**src/rtl/core/hcb_pkg.sv**
```systemverilog
// Shared constants, types and command/status structures of the Huffman code builder.
package hcb_pkg;

    localparam int MAX_SYMBOLS = 64;
    localparam int NODE_COUNT  = 2 * MAX_SYMBOLS - 1;
    localparam int NODE_W      = 7;
    localparam int LEAF_W      = 6;
    localparam int CNT_W       = 7;
    localparam int WEIGHT_W    = 24;
    localparam int SUM_W       = 30;
    localparam int SYM_W       = 8;
    localparam int CODE_W      = 63;
    localparam int LEN_W       = 6;
    localparam int IN_W        = 32;
    localparam int OUT_W       = 80;

    typedef logic [NODE_W-1:0] node_t;

    typedef struct packed {
        node_t             node;
        logic [CODE_W-1:0] bits;
        logic [LEN_W-1:0]  len;
    } walk_t;

    typedef struct packed {
        logic load;
        logic scan_start;
        logic merge;
        logic walk_init;
        logic child_push;
        logic emit;
        logic pop_read;
        logic pop_load;
        logic clear;
    } cmd_t;

    typedef struct packed {
        logic scan_done;
        logic build_done;
        logic is_leaf;
        logic stack_empty;
        logic out_free;
    } stat_t;

endpackage

```
**src/rtl/core/hcb_ctrl.sv**
```systemverilog
// Sequencer of the Huffman code builder: loading, merge loop, tree walk and clean-up.
module hcb_ctrl
    import hcb_pkg::*;
(
    input  logic  clk,
    input  logic  rst_n,
    input  logic  in_valid,
    input  logic  in_last,
    output logic  in_ready,
    input  stat_t stat,
    output cmd_t  cmd
);

    localparam logic [3:0] S_LOAD      = 4'd0;
    localparam logic [3:0] S_BUILD_CHK = 4'd1;
    localparam logic [3:0] S_SCAN_WAIT = 4'd2;
    localparam logic [3:0] S_MERGE     = 4'd3;
    localparam logic [3:0] S_WALK_INIT = 4'd4;
    localparam logic [3:0] S_EVAL      = 4'd5;
    localparam logic [3:0] S_CHILD     = 4'd6;
    localparam logic [3:0] S_LEAF      = 4'd7;
    localparam logic [3:0] S_POP       = 4'd8;
    localparam logic [3:0] S_POP_LOAD  = 4'd9;
    localparam logic [3:0] S_CLEAR     = 4'd10;

    logic [3:0] state_reg, state_next;

    assign in_ready = (state_reg == S_LOAD);

    always_comb
    begin
        state_next = state_reg;
        cmd        = '0;
        case (state_reg)
            S_LOAD:
            begin
                if (in_valid)
                begin
                    cmd.load = 1'b1;
                    if (in_last)
                    begin
                        state_next = S_BUILD_CHK;
                    end
                end
            end
            S_BUILD_CHK:
            begin
                if (stat.build_done)
                begin
                    state_next = S_WALK_INIT;
                end
                else
                begin
                    cmd.scan_start = 1'b1;
                    state_next     = S_SCAN_WAIT;
                end
            end
            S_SCAN_WAIT:
            begin
                if (stat.scan_done)
                begin
                    state_next = S_MERGE;
                end
            end
            S_MERGE:
            begin
                cmd.merge  = 1'b1;
                state_next = S_BUILD_CHK;
            end
            S_WALK_INIT:
            begin
                cmd.walk_init = 1'b1;
                state_next    = S_EVAL;
            end
            S_EVAL:
            begin
                state_next = stat.is_leaf ? S_LEAF : S_CHILD;
            end
            S_CHILD:
            begin
                cmd.child_push = 1'b1;
                state_next     = S_EVAL;
            end
            S_LEAF:
            begin
                if (stat.out_free)
                begin
                    cmd.emit   = 1'b1;
                    state_next = stat.stack_empty ? S_CLEAR : S_POP;
                end
            end
            S_POP:
            begin
                cmd.pop_read = 1'b1;
                state_next   = S_POP_LOAD;
            end
            S_POP_LOAD:
            begin
                cmd.pop_load = 1'b1;
                state_next   = S_EVAL;
            end
            S_CLEAR:
            begin
                cmd.clear  = 1'b1;
                state_next = S_LOAD;
            end
            default:
            begin
                state_next = S_LOAD;
            end
        endcase
    end

    always_ff @(posedge clk or negedge rst_n)
    begin
        if (!rst_n)
        begin
            state_reg <= S_LOAD;
        end
        else
        begin
            state_reg <= state_next;
        end
    end

endmodule

```
**config.mk**
```make
export PLATFORM = sky130hd
export DESIGN_NAME = hcb_ctrl
export DESIGN_NICKNAME = d
export VERILOG_FILES = /design/src/rtl/core/hcb_pkg.sv /design/src/rtl/core/hcb_ctrl.sv
export SDC_FILE = /design/constraint.sdc
export NUM_CORES = 1
export LEC_CHECK = 0
export ABC_CLOCK_PERIOD_IN_PS = 2000
export BUFFER_PORTS_ARGS = -buffer_cell sky130_fd_sc_hd__buf_2
export CORE_AREA = 2 2 39 41
export CTS_BUF_LIST = sky130_fd_sc_hd__clkbuf_4
export DETAILED_ROUTE_END_ITERATION = 7
export DIE_AREA = 0 0 41 43
export GPL_TIMING_DRIVEN = 0
export PLACE_DENSITY = 0.6
export SYNTH_ARGS = -nofsm -noshare
export SYNTH_HDL_FRONTEND = slang
export SYNTH_SLANG_ARGS = --single-unit
```
**constraint.sdc**
```tcl
create_clock -name clk -period 2 [get_ports clk]
set_input_delay 0.4 -clock clk [delete_from_list [all_inputs] [get_ports clk]]
set_output_delay 0.4 -clock clk [all_outputs]
set_load 0.01 [all_outputs]
```
==> impl_metrics.sql, run 1 <==
INSERT INTO impl_metrics (metric_group, metric, value, unit) VALUES
('outcome', 'status', 'completed', ''),
('sta', 'timing.clock.skew', '0.00245', 'ns'),
('setup_path', 'worst_setup_path_start_kind', 'flip-flop', ''),
('detailed_routing', 'avgRoutedWirePerCell', '10.4', 'um'),
('synthesis', 'async_reset_ff_share', '100', '%'),
('detailed_routing', 'post_route_ant_nets', '0', ''),
('sta', 'setup_viol', '0', ''),
('floorplanning', 'fp.dieH', '43', 'um'),
('floorplanning', 'row_count', '14', ''),
('grt', 'global_route_wire_length_before_repair', '1.28', 'mm'),
('grt', 'antenna_violations_before_repair', '0', ''),
('placement', 'gp_congestion', '0.717', ''),
('cells_and_area', 'post-route-cell-area', '487', 'sq um'),
('cells_and_area', 'diodes', '0', ''),
('synthesis', 'mapped_area', '344', 'sq um'),
('sta', 'worst_pin_slew', '0.291', 'ns'),
('floorplanning', 'dieWidth', '41', 'um'),
('hold_path', 'worst_hold_startpoint', 'stat[0]', ''),
('setup_path', 'cp_max_fo', '10', ''),
('clock_tree', 'clk_root_buffer_cell', 'clkbuf_4', ''),
('clock_tree', 'cts.repair.resized', '0', ''),
('power', 'max-vdd-ir-drop', '572', 'uV'),
('synthesis', 'postSynthNetCount', '48', ''),
('job', 'maxCapViolCount', '0', ''),
('floorplanning', 'design.core.area', '0.00138', 'sq mm'),
('synthesis', 'synth_top_flop_cell', 'dfrtp_1', ''),
('floorplanning', 'start_util', '24.9', '%'),
('clock_tree', 'tritoncts_num_sinks', '4', ''),
('cells_and_area', 'final_nets', '72', ''),
('clock_tree', 'clk_pin_slew', '0.04', 'ns'),
('setup_path', 'required', '1.60', 'ns'),
('sta', 'max_freq', '587', 'MHz'),
('setup_path', 'worst-setup-path-type', 'flip-flop to output port', ''),
('detailed_routing', 'drt_wl_total', '800', 'um'),
('floorplanning', 'io_pins', '19', ''),
('cells_and_area', 'post_route_cells_drive_above_1_share', '49.2', '%'),
('setup_path', 'worst-endpoint-arrival', '1.30', 'ns'),
('synthesis', 'synth.ff_latch_count', '4', ''),
('synthesis', 'yosys.cell_types.count', '25', ''),
('synthesis', 'synth.area.top_cells', 'dfrtp_1 29%, buf_6 9.8%, o21ai_1 4.4%, a311oi_2 4.4%, nand2_1 4.4%', ''),
('placement', 'hpwlAfterDp', '614', 'um'),
('sta', 'min_period', '1.70', 'ns'),
('floorplanning', 'fp.dieArea', '0.00176', 'sq mm'),
('hold_path', 'timing.hold.worst.class', 'primary input to flip-flop', ''),
('sta', 'fin_tns_setup', '0', 'ns'),
('detailed_routing', 'dr.first_iter.drc_count', '8', ''),
('sta', 'slew_viol_final', '0', ''),
('grt', 'grt.overflow.total', '0', ''),
('synthesis', 'synth_top_area_share', '29.1', '%'),
('grt', 'grt_max_degree', '11', ''),
('synthesis', 'synth-edff-count', '0', ''),
('synthesis', 'cell_count_after_synthesis', '39', ''),
('clock_tree', 'cts-buffers-inserted', '3', ''),
('placement', 'placed_area', '454', 'sq um'),
('detailed_routing', 'remaining_drc_errors', '0', ''),
('sta', 'unrepaired_setup_endpoints_after_global_routing', 'false', ''),
('placement', 'io_buffer_count', '18', ''),
('cells_and_area', 'fillers', '154', ''),
('synthesis', 'ys_warn_count', '0', ''),
('sta', 'hold_slack', '0.467', 'ns'),
('sta', 'finalHoldViolations', '0', ''),
('sta', 'worst_slew_margin_rel', '80.6', '%'),
('detailed_routing', 'avgViaCountPerCell', '4.75', ''),
('cells_and_area', 'final_core_util', '35.2', '%'),
('power', 'power_density', '1390', 'mW/mm^2'),
('grt', 'first_global_vias', '320', ''),
('detailed_routing', 'drt_pass1_iterations', '4', ''),
('synthesis', 'synth_top_area_cell', 'dfrtp_1', ''),
('clock_tree', 'clock_path_buffers', '2', ''),
('cells_and_area', 'largest_reg_flops', '4', ''),
('sta', 'finalCritPeriodShare', '85.2', '%'),
('cells_and_area', 'area.growth.synth_to_final', '41.5', '%'),
('clock_tree', 'ctsHtreeMaxLevel', '1', ''),
('setup_path', 'setup.worst_path.end_class', 'output port', ''),
('power', 'p_leak', '0.237', 'nW'),
('setup_path', 'r2r-start', 'state_reg[1]$_DFFE_PN0P_', ''),
('setup_path', 'worst_setup_path_startpoint', 'state_reg[0]$_DFFE_PN0P_', ''),
('detailed_routing', 'route.vias.total', '366', ''),
('synthesis', 'ys_seq_area_share', '29.1', '%'),
('synthesis', 'avgSynthCellArea', '8.82', 'sq um'),
('grt', 'grt.total_usage', '10.9', '%'),
('clock_tree', 'cts_tree', 'done', ''),
('clock_tree', 'worstSkewPairLatency', '0.23', 'ns');
[final timing paths]
kind / end / slack [ns] / cells past startpoint
min reg2reg: state_reg[1]$_DFFE_PN0P_ / 0.61 / 1
max reg2reg: state_reg[0]$_DFFE_PN0P_ / 0.92 / 4
min: state_reg[2]$_DFFE_PN0P_ / 0.47 / 4
max in group asynchronous: state_reg[2]$_DFFE_PN0P_ / 1.35 / 2
max: cmd[8] / 0.30 / 4
min in group asynchronous: state_reg[1]$_DFFE_PN0P_ / 0.52 / 2
[cells in the final DEF, fill, tap and decap left out, types with 2 or more instances in the layout]
master and instances:
buf_2 18, buf_6 3, clkbuf_4 3, dfrtp_1 4, nand2_1 4, nand2b_1 2
nor2_1 4, o21ai_1 3
[final cells by class]
class / instances / area (sq um) / area share (%)
buffer: 3 / 33.8 / 6.94
tap: 16 / 20.0 / 4.11
clock buffer: 3 / 22.5 / 4.63
multi-input combinational: 32 / 210 / 43.2
timing repair buffer: 19 / 100 / 20.6
sequential: 4 / 100 / 20.6
[critical path, cell delays in order, from the launching register on]
cell and delay (ns):
dfrtp_1 0.41, buf_6 0.16, nor4_2 0.23, and2_1 0.15
buf_2 0.12
[metal layers]
layer / GRT usage (%) / up-vias / wire, um
li1: - / 185 / -
met1: 12.7 / 165 / 320
met2: 16.9 / 14 / 417
met3: 0 / 2 / 54
met4: 10.0 / 0 / 8
met5: 0 / - / 0
[power breakdown]
| part | total [mW] | switching (mW) | leakage, nW | internal [mW] |
|---|---|---|---|---|
| combinational | 0.422 | 0.217 | 0.173 | 0.205 |
| clock | 0.0998 | 0.0327 | 0.0138 | 0.0671 |
| sequential | 0.152 | 0.0365 | 0.0505 | 0.115 |
[stage by stage]
stage / total power [mW] / std cells / setup slack (ns)
2_1_floorplan: 0.476 / 39 / 0.506
3_3_place_gp: 0.576 / 73 / 0.549
3_5_place_dp: 0.579 / 73 / 0.532
4_1_cts: 0.685 / 77 / 0.277
5_1_grt: 0.735 / 77 / 0.238
6_report: 0.674 / 77 / 0.296
[synthesized netlist by cell type (2+ instances only)]
cell      count
o21ai_1       3
nand2_1       4
nor2_1        4
dfrtp_1       4
nand2b_1      2
buf_6         3
[cells by family (layout without fill, tap and decap cells)]
family | count (synthesis) | count (layout) | share of synthesized area [%]
DFF | 4 | 4 | 29.1
and+or+nand+nor | 21 | 21 | 37.5
AOI/OAI and AO/OA | 11 | 11 | 23.6
buffers and inverters | 3 | 25 | 9.82
[timing repair]
item / CTS / global route
endpoints found under the hold margin: 4 / 0
hold buffers: 1 / 0
setup buffers: 0 / 0
No activity file was read; power rests on OpenSTA's default activity.
==> inputs of run 2 (changes only) <==
--- a/config.mk
+++ b/config.mk
@@ -8,11 +8,11 @@
 export ABC_CLOCK_PERIOD_IN_PS = 2000
 export BUFFER_PORTS_ARGS = -buffer_cell sky130_fd_sc_hd__buf_2
 export CORE_AREA = 2 2 39 41
-export CTS_BUF_LIST = sky130_fd_sc_hd__clkbuf_4
 export DETAILED_ROUTE_END_ITERATION = 7
 export DIE_AREA = 0 0 41 43
 export GPL_TIMING_DRIVEN = 0
 export PLACE_DENSITY = 0.6
+export REMOVE_ABC_BUFFERS = 1
 export SYNTH_ARGS = -nofsm -noshare
 export SYNTH_HDL_FRONTEND = slang
 export SYNTH_SLANG_ARGS = --single-unit
==> impl_metrics.sql, run 2 (synthesis gave the netlist of run 1 again) <==
INSERT INTO impl_metrics (metric_group, metric, value, unit) VALUES
('outcome', 'status', 'completed', ''),
('grt', 'grt_max_degree', '14', ''),
('detailed_routing', 'remaining_drc_errors', '0', ''),
('cells_and_area', 'area.growth.synth_to_final', '31.6', '%'),
('clock_tree', 'cts_tree', 'done', ''),
('setup_path', 'regToRegSetupSlack', '0.79', 'ns'),
('floorplanning', 'dieWidth', '41', 'um'),
('setup_path', 'cp_max_fo', '13', ''),
('cells_and_area', 'final_nets', '69', ''),
('setup_path', 'worst-endpoint-arrival', '1.37', 'ns'),
('floorplanning', 'design.core.area', '0.00138', 'sq mm'),
('sta', 'unrepaired_setup_endpoints_after_global_routing', 'false', ''),
('clock_tree', 'buffer_count_from_post_cts_setup_fixing', '0', ''),
('floorplanning', 'start_util', '24.9', '%'),
('placement', 'io_buffer_count', '18', ''),
('clock_tree', 'tritoncts_num_sinks', '4', ''),
('setup_path', 'worst-setup-path-type', 'flip-flop to output port', ''),
('detailed_routing', 'post_route_ant_nets', '0', ''),
('sta', 'setup_viol', '0', ''),
('detailed_routing', 'avgRoutedWirePerCell', '10.1', 'um'),
('power', 'p_leak', '0.219', 'nW'),
('grt', 'first_global_vias', '286', ''),
('clock_tree', 'clk_root_buffer_cell', 'clkbuf_4', ''),
('detailed_routing', 'route.vias.total', '354', ''),
('hold_path', 'worst_hold_startpoint', 'stat[0]', ''),
('setup_path', 'setup.worst_path.end_class', 'output port', ''),
('grt', 'global_route_wire_length_before_repair', '1.19', 'mm'),
('clock_tree', 'worstSkewPairLatency', '0.24', 'ns'),
('setup_path', 'cpMaxStageDelayCell', 'dfrtp_1', ''),
('grt', 'grt.overflow.total', '0', ''),
('sta', 'max_freq', '566', 'MHz'),
('power', 'power_density', '1340', 'mW/mm^2'),
('sta', 'worst_pin_slew', '0.412', 'ns'),
('sta', 'slew_viol_final', '0', ''),
('placement', 'gp_congestion', '0.721', ''),
('grt', 'grt.total_usage', '10.9', '%'),
('cells_and_area', 'post_route_cells_drive_above_1_share', '46.6', '%'),
('clock_tree', 'clk_pin_slew', '0.04', 'ns'),
('floorplanning', 'fp.dieArea', '0.00176', 'sq mm'),
('hold_path', 'timing.hold.worst.class', 'primary input to flip-flop', ''),
('job', 'maxCapViolCount', '0', ''),
('clock_tree', 'cts.repair.resized', '0', ''),
('placement', 'placed_area', '420', 'sq um'),
('placement', 'hpwlAfterDp', '563', 'um'),
('detailed_routing', 'drt_wl_total', '751', 'um'),
('detailed_routing', 'dr.first_iter.drc_count', '6', ''),
('cells_and_area', 'layout.cells.most_common_list', '18 x buf_2, 4 x nor2_1, 4 x nand2_1, 4 x dfrtp_1', ''),
('setup_path', 'r2r-start', 'state_reg[2]$_DFFE_PN0P_', ''),
('cells_and_area', 'post-route-cell-area', '453', 'sq um'),
('cells_and_area', 'final_core_util', '32.7', '%'),
('floorplanning', 'io_pins', '19', ''),
('setup_path', 'required', '1.60', 'ns'),
('clock_tree', 'cts-buffers-inserted', '3', ''),
('hold_path', 'min_delay_worst_endpoint', 'state_reg[2]$_DFFE_PN0P_', ''),
('grt', 'antenna_violations_before_repair', '0', ''),
('hold_path', 'worstHoldPathCells', '4', ''),
('setup_path', 'cp_slowest_stage_delay', '0.51', 'ns'),
('setup_path', 'timing.rr.end', 'state_reg[3]$_DFFE_PN0P_', ''),
('setup_path', 'reg2reg_depth', '3', ''),
('power', 'max-vdd-ir-drop', '574', 'uV'),
('setup_path', 'worst_setup_path_start_kind', 'flip-flop', ''),
('sta', 'min_period', '1.77', 'ns'),
('floorplanning', 'fp.dieH', '43', 'um'),
('clock_tree', 'clock_path_buffers', '2', ''),
('setup_path', 'cp_cell_sequence', 'nand2b_1 -> nor4_1 -> buf_2', ''),
('sta', 'timing.clock.skew', '0.00267', 'ns'),
('detailed_routing', 'avgViaCountPerCell', '4.78', ''),
('detailed_routing', 'drt_pass1_iterations', '2', ''),
('clock_tree', 'ctsHtreeMaxLevel', '1', ''),
('floorplanning', 'row_count', '14', ''),
('cells_and_area', 'diodes', '0', ''),
('sta', 'finalCritPeriodShare', '88.3', '%'),
('sta', 'hold_slack', '0.475', 'ns'),
('sta', 'fin_tns_setup', '0', 'ns'),
('sta', 'finalHoldViolations', '0', ''),
('sta', 'worst_slew_margin_rel', '72.6', '%'),
('cells_and_area', 'layout.cells.most_common', 'buf_2', ''),
('cells_and_area', 'largest_reg_flops', '4', '');
## run 2: stage by stage
stage / instances / worst slack (ns) / total power [mW]
5_1_grt: 74 / 0.148 / 0.669
4_1_cts: 74 / 0.222 / 0.612
3_3_place_gp: 70 / 0.515 / 0.504
6_report: 74 / 0.233 / 0.606
3_5_place_dp: 70 / 0.479 / 0.505
2_1_floorplan: 36 / 0.489 / 0.409
## run 2: final cells by class
type,instances,area [sq um]
clock buffer,3,22.5
tap,16,20.0
timing repair buffer,19,100
fill,156,931
multi-input combinational,32,210
sequential,4,100
## run 2: worst max-delay path, delay by kind of cell, from the launching register on
family	cells	cell delay, ns
buf+inv	1	0.18
flops	1	0.51
simple gates	2	0.43
## run 2: worst max path at each step
stage / end / slack [ns] / cells past startpoint / start
after floorplan: cmd[8] / 0.49 / 2 / state_reg[2]$_DFFE_PN0P_
after global placement: cmd[7] / 0.51 / 3 / state_reg[1]$_DFFE_PN0P_
after detailed placement: cmd[7] / 0.48 / 3 / state_reg[1]$_DFFE_PN0P_
after CTS: cmd[7] / 0.22 / 3 / state_reg[1]$_DFFE_PN0P_
after global routing: cmd[7] / 0.15 / 3 / state_reg[1]$_DFFE_PN0P_
final: cmd[7] / 0.23 / 3 / state_reg[1]$_DFFE_PN0P_
## run 2: repair_timing
item | CTS | global route
endpoints found under the setup margin | 0 | 0
hold buffers | 1 | 0
endpoints found under the hold margin | 4 | 0
## run 2: power breakdown
part	switching, mW	total, mW	internal, mW	leakage, nW
clock network	0.0344	0.102	0.0672	0.0138
logic	0.126	0.277	0.151	0.155
registers	0.114	0.228	0.114	0.0505
total	0.274	0.606	0.332	0.219
## run 2: per-layer routing
layer,up-vias,track usage (%),share of wire [%]
met5,-,0,0
met3,5,6.28,10
met2,16,12.5,42
met1,152,13.3,44
li1,181,-,-
met4,0,10.0,3.9
